## config.mk

```make
export PLATFORM = sky130hd
export DESIGN_NAME = glitch_filtered_frequency_counter_core
export DESIGN_NICKNAME = d
export VERILOG_FILES = /design/src/rtl/gffc_pkg.sv /design/src/rtl/glitch_filtered_frequency_counter_core.sv /design/src/rtl/gffc_front.sv /design/src/rtl/gffc_fifo.sv /design/src/rtl/gffc_back.sv
export SDC_FILE = /design/constraint.sdc
export NUM_CORES = 1
export LEC_CHECK = 0
export BUFFER_PORTS_ARGS = -buffer_cell sky130_fd_sc_hd__clkbuf_2
export CAP_MARGIN = 15
export CORE_MARGIN = 2
export CORE_UTILIZATION = 63
export DETAILED_ROUTE_END_ITERATION = 10
export PLACE_DENSITY = 0.9
export SYNTH_ARGS = -nofsm -noshare
export SYNTH_HDL_FRONTEND = slang
export SYNTH_HIERARCHICAL = 1
export SYNTH_SLANG_ARGS = --single-unit
```

## constraint.sdc

```tcl
create_clock -name clk -period 7.7 [get_ports clk]
set_input_delay 0.385 -clock clk [delete_from_list [all_inputs] [get_ports clk]]
set_output_delay 0.385 -clock clk [all_outputs]
set_load 0.02 [all_outputs]
```

## src/rtl/gffc_pkg.sv

```systemverilog
// gffc_pkg: shared constants, payload structs and types for the gated frequency counter
// no dependencies
`timescale 1ns / 1ps
package gffc_pkg;

  localparam int COUNT_WIDTH = 32;
  localparam int TIME_WIDTH  = 32;
  localparam int PERIOD_W    = 16;
  localparam int GLITCH_W    = 8;
  localparam int TS_W        = 32;
  localparam int OUT_W       = 32;

  localparam int FREQ_SCALE  = 1000;
  localparam int SCALE_W     = $clog2(FREQ_SCALE + 1);
  localparam int DIV_W       = COUNT_WIDTH + SCALE_W;
  localparam int DIV_CNT_W   = $clog2(DIV_W + 1);

  localparam logic [PERIOD_W-1:0] PERIOD_RESET = PERIOD_W'(1000);
  localparam logic [GLITCH_W-1:0] GLITCH_RESET = GLITCH_W'(5);

  localparam int Q_DEPTH  = 4;
  localparam int Q_PTR_W  = $clog2(Q_DEPTH);
  localparam int Q_CNT_W  = $clog2(Q_DEPTH + 1);

  localparam int CFG_IDX_W  = 1;
  localparam int CFG_DATA_W = 16;

  localparam logic [CFG_IDX_W-1:0] CFG_PERIOD = 1'b0;
  localparam logic [CFG_IDX_W-1:0] CFG_GLITCH = 1'b1;

  localparam logic OP_EDGE = 1'b0;
  localparam logic OP_TICK = 1'b1;

  typedef struct packed {
    logic            operation;
    logic [TS_W-1:0] timestamp_us;
  } in_item_t;

  typedef struct packed {
    logic [OUT_W-1:0] latched_count;
    logic [OUT_W-1:0] frequency_hz;
    logic             gate_closed;
  } out_item_t;

  typedef struct packed {
    logic                   closed;
    logic [COUNT_WIDTH-1:0] count;
    logic [PERIOD_W-1:0]    period;
  } job_t;

  typedef struct packed {
    logic full;
    logic empty;
  } q_stat_t;

  typedef enum logic [1:0] {
    B_IDLE,
    B_DIV,
    B_EMIT
  } bstate_t;

endpackage

```

## src/rtl/glitch_filtered_frequency_counter_core.sv

```systemverilog
// glitch_filtered_frequency_counter_core: top level, front, job queue and back part
// depends on gffc_pkg, gffc_front, gffc_fifo, gffc_back
// an edge or a non-closing tick passes from acceptance through the job queue and then the result register
// a gate-closing tick runs a bit-serial divide, one bit of count*1000/period per cycle
// throughput: one item per cycle while the 4-entry queue has room; each closing tick
// holds the back part for its divide, and items queue up behind it
// reset: synchronous active-low rst_n clears counters, held values and the queue;
// the gate period returns to 1000 and the minimum edge spacing to 5
`timescale 1ns / 1ps
module glitch_filtered_frequency_counter_core (
  input  logic                            clk,
  input  logic                            rst_n,
  input  logic                            cfg_we,
  input  logic [gffc_pkg::CFG_IDX_W-1:0]  cfg_index,
  input  logic [gffc_pkg::CFG_DATA_W-1:0] cfg_wdata,
  input  logic                            in_valid,
  output logic                            in_stall,
  input  gffc_pkg::in_item_t              in_data,
  output logic                            out_valid,
  input  logic                            out_stall,
  output gffc_pkg::out_item_t             out_data
);
  import gffc_pkg::*;

  q_stat_t q_stat;
  job_t    push_job;
  job_t    head_job;
  logic    push;
  logic    pop;

  gffc_front u_front (
    .clk       (clk),
    .rst_n     (rst_n),
    .cfg_we    (cfg_we),
    .cfg_index (cfg_index),
    .cfg_wdata (cfg_wdata),
    .in_valid  (in_valid),
    .in_stall  (in_stall),
    .in_data   (in_data),
    .q_stat    (q_stat),
    .push      (push),
    .push_job  (push_job)
  );

  gffc_fifo u_fifo (
    .clk      (clk),
    .rst_n    (rst_n),
    .push     (push),
    .push_job (push_job),
    .pop      (pop),
    .head_job (head_job),
    .q_stat   (q_stat)
  );

  gffc_back u_back (
    .clk       (clk),
    .rst_n     (rst_n),
    .q_stat    (q_stat),
    .head_job  (head_job),
    .pop       (pop),
    .out_valid (out_valid),
    .out_stall (out_stall),
    .out_data  (out_data)
  );

endmodule

```

## src/rtl/gffc_front.sv

```systemverilog
// gffc_front: config registers, glitch filter, edge and tick counters, job generation
// depends on gffc_pkg
`timescale 1ns / 1ps
module gffc_front (
  input  logic                           clk,
  input  logic                           rst_n,
  input  logic                           cfg_we,
  input  logic [gffc_pkg::CFG_IDX_W-1:0]  cfg_index,
  input  logic [gffc_pkg::CFG_DATA_W-1:0] cfg_wdata,
  input  logic                           in_valid,
  output logic                           in_stall,
  input  gffc_pkg::in_item_t             in_data,
  input  gffc_pkg::q_stat_t              q_stat,
  output logic                           push,
  output gffc_pkg::job_t                 push_job
);
  import gffc_pkg::*;

  logic [PERIOD_W-1:0]    period_r, period_nxt;
  logic [GLITCH_W-1:0]    glitch_r, glitch_nxt;
  logic [PERIOD_W-1:0]    tick_r, tick_nxt;
  logic [COUNT_WIDTH-1:0] edge_r, edge_nxt;
  logic [TIME_WIDTH-1:0]  last_r, last_nxt;

  logic [TIME_WIDTH-1:0]  ts;
  logic [TIME_WIDTH-1:0]  diff;
  logic [PERIOD_W-1:0]    tick_inc;
  logic [PERIOD_W-1:0]    eff_period;
  logic                   accept;
  logic                   close;

  assign in_stall   = q_stat.full;
  assign accept     = in_valid && !q_stat.full;
  assign ts         = TIME_WIDTH'(in_data.timestamp_us);
  assign diff       = ts - last_r;
  assign tick_inc   = tick_r + PERIOD_W'(1);
  assign eff_period = (period_r == '0) ? PERIOD_W'(1) : period_r;
  assign close      = (in_data.operation == OP_TICK) && (tick_inc >= eff_period);

  always_comb begin
    period_nxt = period_r;
    glitch_nxt = glitch_r;
    if (cfg_we) begin
      unique case (cfg_index)
        CFG_PERIOD: period_nxt = cfg_wdata[PERIOD_W-1:0];
        CFG_GLITCH: glitch_nxt = cfg_wdata[GLITCH_W-1:0];
        default: ;
      endcase
    end
  end

  always_comb begin
    tick_nxt = tick_r;
    edge_nxt = edge_r;
    last_nxt = last_r;
    if (accept) begin
      if (in_data.operation == OP_EDGE) begin
        if (diff >= TIME_WIDTH'(glitch_r)) begin
          if (edge_r != '1) edge_nxt = edge_r + COUNT_WIDTH'(1);
          last_nxt = ts;
        end
      end else if (close) begin
        tick_nxt = '0;
        edge_nxt = '0;
      end else begin
        tick_nxt = tick_inc;
      end
    end
  end

  assign push            = accept;
  assign push_job.closed = close;
  assign push_job.count  = edge_r;
  assign push_job.period = eff_period;

  always_ff @(posedge clk) begin
    if (!rst_n) begin
      period_r <= PERIOD_RESET;
      glitch_r <= GLITCH_RESET;
      tick_r   <= '0;
      edge_r   <= '0;
      last_r   <= '0;
    end else begin
      period_r <= period_nxt;
      glitch_r <= glitch_nxt;
      tick_r   <= tick_nxt;
      edge_r   <= edge_nxt;
      last_r   <= last_nxt;
    end
  end

endmodule

```

## src/rtl/gffc_fifo.sv

```systemverilog
// gffc_fifo: short job queue between the front and back parts
// depends on gffc_pkg
`timescale 1ns / 1ps
module gffc_fifo (
  input  logic              clk,
  input  logic              rst_n,
  input  logic              push,
  input  gffc_pkg::job_t    push_job,
  input  logic              pop,
  output gffc_pkg::job_t    head_job,
  output gffc_pkg::q_stat_t q_stat
);
  import gffc_pkg::*;

  job_t               mem_r [Q_DEPTH];
  logic [Q_PTR_W-1:0] wr_ptr_r, wr_ptr_nxt;
  logic [Q_PTR_W-1:0] rd_ptr_r, rd_ptr_nxt;
  logic [Q_CNT_W-1:0] cnt_r, cnt_nxt;
  logic               do_push;
  logic               do_pop;

  assign q_stat.full  = (cnt_r == Q_CNT_W'(Q_DEPTH));
  assign q_stat.empty = (cnt_r == '0);
  assign do_push      = push && !q_stat.full;
  assign do_pop       = pop && !q_stat.empty;
  assign head_job     = mem_r[rd_ptr_r];

  always_comb begin
    wr_ptr_nxt = do_push ? wr_ptr_r + Q_PTR_W'(1) : wr_ptr_r;
    rd_ptr_nxt = do_pop ? rd_ptr_r + Q_PTR_W'(1) : rd_ptr_r;
    cnt_nxt    = cnt_r;
    if (do_push && !do_pop) cnt_nxt = cnt_r + Q_CNT_W'(1);
    else if (do_pop && !do_push) cnt_nxt = cnt_r - Q_CNT_W'(1);
  end

  always_ff @(posedge clk) begin
    if (do_push) mem_r[wr_ptr_r] <= push_job;
  end

  always_ff @(posedge clk) begin
    if (!rst_n) begin
      wr_ptr_r <= '0;
      rd_ptr_r <= '0;
      cnt_r    <= '0;
    end else begin
      wr_ptr_r <= wr_ptr_nxt;
      rd_ptr_r <= rd_ptr_nxt;
      cnt_r    <= cnt_nxt;
    end
  end

endmodule

```

## src/rtl/gffc_back.sv

```systemverilog
// gffc_back: held values, bit-serial frequency divider and result register
// depends on gffc_pkg
`timescale 1ns / 1ps
module gffc_back (
  input  logic                clk,
  input  logic                rst_n,
  input  gffc_pkg::q_stat_t   q_stat,
  input  gffc_pkg::job_t      head_job,
  output logic                pop,
  output logic                out_valid,
  input  logic                out_stall,
  output gffc_pkg::out_item_t out_data
);
  import gffc_pkg::*;

  bstate_t                state_r, state_nxt;
  logic [COUNT_WIDTH-1:0] held_count_r, held_count_nxt;
  logic [OUT_W-1:0]       held_freq_r, held_freq_nxt;
  logic [DIV_W-1:0]       dq_r, dq_nxt;
  logic [PERIOD_W-1:0]    rem_r, rem_nxt;
  logic [PERIOD_W-1:0]    div_r, div_nxt;
  logic [DIV_CNT_W-1:0]   cnt_r, cnt_nxt;
  logic                   out_valid_r, out_valid_nxt;
  out_item_t              out_data_r, out_data_nxt;

  logic                   out_free;
  logic [PERIOD_W:0]      rem_sh;
  logic [PERIOD_W:0]      trial;
  logic                   fits;

  function automatic logic [OUT_W-1:0] sat_count(input logic [COUNT_WIDTH-1:0] v);
    logic [COUNT_WIDTH-1:0] hi;
    hi = v >> OUT_W;
    return (hi != '0) ? '1 : OUT_W'(v);
  endfunction

  function automatic logic [OUT_W-1:0] sat_quot(input logic [DIV_W-1:0] v);
    logic [DIV_W-1:0] hi;
    hi = v >> OUT_W;
    return (hi != '0) ? '1 : OUT_W'(v);
  endfunction

  assign out_free = !out_valid_r || !out_stall;
  assign pop      = (state_r == B_IDLE) && !q_stat.empty && (head_job.closed || out_free);
  assign rem_sh   = {rem_r, dq_r[DIV_W-1]};
  assign trial    = rem_sh - {1'b0, div_r};
  assign fits     = rem_sh >= {1'b0, div_r};

  // next state
  always_comb begin
    state_nxt = state_r;
    unique case (state_r)
      B_IDLE: if (pop && head_job.closed) state_nxt = B_DIV;
      B_DIV:  if (cnt_r == DIV_CNT_W'(1)) state_nxt = B_EMIT;
      B_EMIT: if (out_free) state_nxt = B_IDLE;
      default: state_nxt = B_IDLE;
    endcase
  end

  // datapath and outputs
  always_comb begin
    held_count_nxt = held_count_r;
    held_freq_nxt  = held_freq_r;
    dq_nxt         = dq_r;
    rem_nxt        = rem_r;
    div_nxt        = div_r;
    cnt_nxt        = cnt_r;
    out_valid_nxt  = out_valid_r && out_stall;
    out_data_nxt   = out_data_r;
    unique case (state_r)
      B_IDLE: begin
        if (pop) begin
          if (head_job.closed) begin
            held_count_nxt = head_job.count;
            dq_nxt  = DIV_W'(head_job.count) * DIV_W'(FREQ_SCALE);
            rem_nxt = '0;
            div_nxt = head_job.period;
            cnt_nxt = DIV_CNT_W'(DIV_W);
          end else begin
            out_valid_nxt              = 1'b1;
            out_data_nxt.latched_count = sat_count(held_count_r);
            out_data_nxt.frequency_hz  = held_freq_r;
            out_data_nxt.gate_closed   = 1'b0;
          end
        end
      end
      B_DIV: begin
        rem_nxt = fits ? trial[PERIOD_W-1:0] : rem_sh[PERIOD_W-1:0];
        dq_nxt  = {dq_r[DIV_W-2:0], fits};
        cnt_nxt = cnt_r - DIV_CNT_W'(1);
      end
      B_EMIT: begin
        if (out_free) begin
          held_freq_nxt              = sat_quot(dq_r);
          out_valid_nxt              = 1'b1;
          out_data_nxt.latched_count = sat_count(held_count_r);
          out_data_nxt.frequency_hz  = sat_quot(dq_r);
          out_data_nxt.gate_closed   = 1'b1;
        end
      end
      default: ;
    endcase
  end

  assign out_valid = out_valid_r;
  assign out_data  = out_data_r;

  always_ff @(posedge clk) begin
    dq_r       <= dq_nxt;
    rem_r      <= rem_nxt;
    div_r      <= div_nxt;
    cnt_r      <= cnt_nxt;
    out_data_r <= out_data_nxt;
  end

  always_ff @(posedge clk) begin
    if (!rst_n) begin
      state_r      <= B_IDLE;
      held_count_r <= '0;
      held_freq_r  <= '0;
      out_valid_r  <= 1'b0;
    end else begin
      state_r      <= state_nxt;
      held_count_r <= held_count_nxt;
      held_freq_r  <= held_freq_nxt;
      out_valid_r  <= out_valid_nxt;
    end
  end

endmodule

```

==> reports/results.ini, run 1 <==
[run_status]
status=completed

[clock_network]
clk_path_buf_depth=3
cts.repair.resized=0
cts.reportedPaths.clkPinSlew_ns=0.06
htreeDepth=2
cts.sinks=521
clockRootBuffer=clkbuf_16
clk_latency_ns=0.63
cts_buffers=51
cts_tree=yes

[synthesis]
synth_nets=3078
synth_edf_count=341
synth_xor_area_share_pct=2.13
synth_top_family_by_area=adder cells
synth_cells=2737
synth_area_um2=29700
synth_cell_type_count=92
synth_area_per_cell_um2=10.8
ys_seq_elements=521
synthMuxAreaShare_pct=5.47
synth_fa_ha_area_share_pct=15.1
synth_warnings=6
async_flop_share_pct=0
synthSimpleGateAreaFrac_pct=12.2
synth_ff_type=edfxtp_1
seq_area_frac_synth_pct=46.7
synth-compound-area-share_pct=12.7

[worst_setup_path]
r2r_cells=15
critical_path_class=flip-flop to flip-flop
endpoint_kind=flip-flop
r2r_slack_ns=1.25
cp_slowest_stage_delay_ns=0.82
worst_setup_path_start_kind=flip-flop
cp.arrival_ns=6.78
r2r_end=u_back/dq_r[32]
required_ns=8.03
crit_fanout=34
crit_chain=mux4_2 -> inv_1 -> fa_1 -> fa_1 -> fa_1 -> fa_1 -> inv_1 -> ha_1 -> nand3_1 -> o211ai_1 -> a31oi_1 -> a31oi_1 -> a21boi_0 -> xor2_1 -> a21oi_1
worst_path_most_repeated_cell=fa_1
crit_slowest_cell=dfxtp_4

[die]
die-height_um=221
die_area_um2=48800
coreArea_um2=46600
initial_core_util_pct=63.7
rows=79
pin_count=122
dieWidth_um=221

[timing]
fin_skew_ns=0.0403
tightest_slew_ns=1.12
min_period_over_period_pct=83.7
fin_setup_tns_ns=0
max-slew-margin-rel_pct=25.5
max_freq_mhz=155
setup_viol=0
period_minus_slack_ns=6.45
grt_setup_unrepaired=no
drv_slew=0
hold_viol_final=0

[finish]
multiInputGateArea_um2=14200
nets=3146
layout-drive-gt1-share_pct=10.9
mostFrequentLayoutCells=edfxtp_1, nand2_1, inv_1, dfxtp_1, nor2_1
final_common_cell=edfxtp_1
fill_cells=3069
area_growth_pct=9.34
ff_latch_area_um2=13800
diodes=0

[worst_hold_path]
whs_path_depth=3
min_to=u_front/last_r[9]
hold_class=input pin to flip-flop
worst_hold_startpoint=in_data[9]

[job]
cap_violations=0

[global_route]
grtUsageTotal_pct=30.5
grt_pass1_vias=21900
overflow=0
grt_max_degree=76
grt_pass1_wl_mm=119
grt_antenna_before_repair=1

[place]
port_buffers=121
dp_hpwl_mm=49.2
gp_congestion=0.914

[drt]
viasPerCell=6.41
drc=0
first_pass_iters=6
vias=22100
wirelength_mm=75.5
wire_per_inst_um=21.8
ant_nets=0
initialDrtViolationCount=2549

stage by stage:
| step | util [%] | instance area [um2] | worst slack (ns) | hold WS [ns] | std cells |
|---|---|---|---|---|---|
| global placement | 65.6 | 30500 | 1.46 | 0.414 | 3346 |
| floorplan | - | 29700 | 2.28 | 0.408 | 2737 |
| detailed placement | 65.6 | 30500 | 1.40 | 0.415 | 3346 |
| global route | 69.7 | 32400 | 0.998 | 0.00429 | 3455 |
| finish | 69.7 | 32400 | 1.25 | 0.0164 | 3455 |
| CTS | 69.6 | 32400 | 1.34 | 0.000239 | 3453 |
how the worst max path moves through the flow:
stage | depth (start not counted) | to | slack, ns | from
3_3_place_gp | 15 | u_back/dq_r[32] | 1.46 | flip-flop
5_1_grt | 15 | u_back/dq_r[35] | 1.0 | flip-flop
4_1_cts | 14 | u_back/dq_r[35] | 1.34 | flip-flop
6_report | 15 | u_back/dq_r[32] | 1.25 | flip-flop
2_1_floorplan | 19 | u_back/dq_r[35] | 2.28 | flip-flop
3_5_place_dp | 15 | u_back/dq_r[32] | 1.40 | flip-flop
worst max-delay path, delay by kind of cell, from the launching register on:
kind,cells,cell delay (ns)
flops,1,0.82
simple gates,1,0.12
compound gates,5,1.53
buf+inv,2,0.26
fa+ha+maj,5,2.42
mux,1,0.73
xor+xnor,1,0.21
logic make-up after synthesis:
kind of cell	after synthesis
mux	100
fa+ha+maj	286
buf+inv	410
xor+xnor	72
simple gates	777
compound gates	571
flops	521
per-layer routing:
layer	global-route usage (%)	vias to the layer above	routed length [um]
met5	0	-	13
met4	12.2	2	3120
met3	5.07	239	6040
met2	53.0	1318	37700
met1	38.0	10800	28500
li1	-	9802	-
synthesized netlist by cell type, types with 5 or more instances:
master      n  area share (%)
a211oi_1   13            0.33
and3_1     27            0.57
and2_1     23            0.49
o22ai_1     7            0.15
o21a_1     19            0.48
a21boi_0   37            0.94
buf_12      5            0.34
mux2i_1    51             1.7
nor3b_1     7            0.18
inv_1     270             3.4
o211ai_1   24            0.61
o31ai_1     6            0.15
a21o_1     53             1.3
mux4_2     47             3.6
clkbuf_1   99             1.3
fa_1      121             8.2
nor4_1     12            0.25
buf_2      14            0.24
ha_1      165             7.0
o21bai_1    8            0.20
a311oi_1    5            0.15
xnor2_1    33            0.97
nand2b_1   20            0.42
nand2_1   326             4.1
dfxtp_1   180              12
buf_4       9            0.23
nand4_1    31            0.65
nor3_1     36            0.61
nor2b_1    14            0.30
a221oi_1    7            0.21
nand3b_1   18            0.46
or3_1      15            0.32
o21ai_0   116             2.0
nor2_1    168             2.1
nand3_1    55            0.93
o211a_1    33             1.1
edfxtp_1  341              35
a21oi_1   167             2.8
a31oi_1    17            0.36
o221ai_1    6            0.18
buf_1       8            0.10
xor2_1     39             1.2
registers in the layout, indices dropped and copies added, names as in the netlist, 3 cells and up, named ones only:
signal / count
u_back/cnt_r: 6
u_back/div_r: 16
u_back/dq_r: 42
u_back/held_count_r: 32
u_back/held_freq_r: 32
u_back/out_data: 65
u_back/rem_r: 16
u_fifo/cnt_r: 3
u_fifo/mem_r: 196
u_front/edge_r: 32
u_front/glitch_r: 8
u_front/last_r: 32
u_front/period_r: 16
u_front/tick_r: 16
area by class of cell:
type | instances | area share (%)
Tap cell | 607 | 2.34
Inverter | 272 | 3.15
Sequential cell | 521 | 42.7
Multi-Input combinational cell | 1806 | 43.7
Timing Repair Buffer | 153 | 2.75
Clock inverter | 24 | 0.714
Clock buffer | 72 | 4.66
timing repair:
action / in CTS / in global routing
hold buffers: 11 / 0
buffers inserted: 0 / 0
endpoints found under the hold margin: 14 / 0
Power of run 1 is left out: the tool's default activity adds up to more than one toggle a clock period on the data nets, which glitch-free logic cannot reach.
==> inputs of run 2 (changes only) <==
clock period = 6.03 ns   (was 7.7 ns; I/O delays follow)
==> run 2 against run 1 <==
Against the previous run: first-iteration DRC count fell by 6.5%; utilization up 1.3 points; via count increased by 0.95%; critical path type unchanged; highest routed layer is now met4.
==> reports/results.ini, run 2 (same netlist as run 1, synthesis figures left out) <==
[place]
gp_congestion=0.918  ; +0.42%
dp_hpwl_mm=49.3  ; +0.28%
dp.cells=3361  ; +0.45%
port_buffers=121  ; unchanged

[global_route]
grtUsageMet1_pct=37.7  ; -0.28 points
grtUsageMet3_pct=4.74  ; -0.33 points
grtUsageTotal_pct=30.3  ; -0.16 points
grt_pass1_wl_mm=119  ; -0.44%
grt_max_degree=86  ; +13%
grt_pass1_vias=22200  ; +1.4%
busiest_layer=met2
grt_antenna_before_repair=1  ; unchanged
met2_usage_pct=51.6  ; -1.4 points
overflow=0  ; unchanged

[clock_network]
clk_path_buf_depth=3  ; unchanged
cts.reportedPaths.clkPinSlew_ns=0.07  ; about the same
htreeDepth=2  ; unchanged
clk_latency_ns=0.63  ; about the same
cts_buffers=51  ; unchanged
cts.sinks=521  ; unchanged
clockRootBuffer=clkbuf_16
cts_tree=yes

[timing]
max_freq_mhz=172  ; +11%
setup_viol=0  ; unchanged
hold_viol_final=0  ; unchanged
fin_skew_ns=0.0433  ; +0.00297 ns
min_period_over_period_pct=96.6  ; +13 points
max-slew-margin-rel_pct=28.0  ; +2.6 points
grt_setup_unrepaired=no
drv_slew=0  ; unchanged
fin_setup_tns_ns=0  ; unchanged
tightest_slew_ns=1.08  ; -0.0398 ns
period_minus_slack_ns=5.82  ; -0.625 ns

[worst_setup_path]
critical_path_class=flip-flop to flip-flop
required_ns=6.37  ; -1.66 ns
crit_fanout=10  ; -71%
worst_setup_path_start_kind=flip-flop
endpoint_kind=flip-flop
cp.arrival_ns=6.16  ; -0.62 ns

[finish]
nets=3201  ; +1.7%
mostFrequentLayoutCells=edfxtp_1, nand2_1, inv_1, dfxtp_1, nor2_1
final_util_pct=70.9  ; +1.3 points
layout-drive-gt1-share_pct=11.5  ; +0.62 points
final_common_cell=edfxtp_1
fin_cells=3511  ; +1.6%
largest_register_ffs=196  ; unchanged
area_growth_pct=11.3
largest-register=u_fifo/mem_r

[run_status]
status=completed

[die]
coreArea_um2=46600  ; unchanged
die-height_um=221  ; unchanged
initial_core_util_pct=63.7  ; unchanged
pin_count=122  ; unchanged
die_area_um2=48800  ; unchanged
dieWidth_um=221  ; unchanged
rows=79  ; unchanged

[drt]
viasPerCell=6.37  ; -0.66%
vias=22400  ; +0.95%
wire_per_inst_um=21.7  ; -0.86%
wirelength_mm=76.0  ; +0.74%
initialDrtViolationCount=2383  ; -6.5%
ant_nets=0  ; unchanged
first_pass_iters=8  ; +2
drc=0  ; unchanged

[job]
cap_violations=0  ; unchanged

[worst_hold_path]
hold_class=input pin to flip-flop

[run 2: through the flow]
stage	instance area (um2)	hold WS, ns	worst slack, ns
floorplan	29700	0.408	0.613
global placement	30700	0.415	0.143
global route	33000	0.124	0.00161
CTS	32900	0.102	0.0983
detailed placement	30700	0.415	0.0106
finish	33000	0.124	0.207
[run 2: worst paths after layout]
path                           start                   to  slack, ns  cells past startpoint
min                        out_stall     u_back/out_valid       0.12                      3
min reg2reg  u_back/held_count_r[20]  u_back/out_data[53]       0.42                      0
max                        flip-flop      u_back/dq_r[41]       0.21                     16
max reg2reg                flip-flop      u_back/dq_r[41]       0.21                     16
[run 2: timing repair]
action	4_1_cts	5_1_grt
setup endpoints to repair	3	11
buffers inserted	1	1
hold buffers	48	0
pin swaps	0	1
gates resized for setup	0	12
endpoints found under the hold margin	56	0
[run 2: critical path, stage by stage, from the launching register on]
cell and delay [ns]:
dfxtp_4 0.38, buf_12 0.16, buf_4 0.20, mux4_2 0.59, inv_1 0.25, fa_1 0.49
fa_1 0.59, fa_1 0.47, fa_1 0.54, inv_1 0.05, ha_1 0.42, nand2_1 0.22
nor3_2 0.34, o211ai_1 0.29, a31oi_2 0.32, or3_1 0.15, o211ai_1 0.08
[run 2: layout make-up]
cell class / count / area (um2)
Clock buffer: 68 / 1410
Multi-Input combinational cell: 1806 / 14200
Sequential cell: 521 / 13800
Timing Repair Buffer: 208 / 1440
Antenna cell: 1 / 2.50
Clock inverter: 28 / 308
Tap cell: 607 / 759
Fill cell: 2903 / 13500
Inverter: 272 / 1040
[run 2: per-layer routing]
layer | up-vias | share of wire [%]
li1 | 9925 | -
met1 | 10700 | 37
met2 | 1410 | 49
met3 | 299 | 8.8
met4 | 0 | 5.0
met5 | - | 0
Power of run 2 is left out for the same reason.
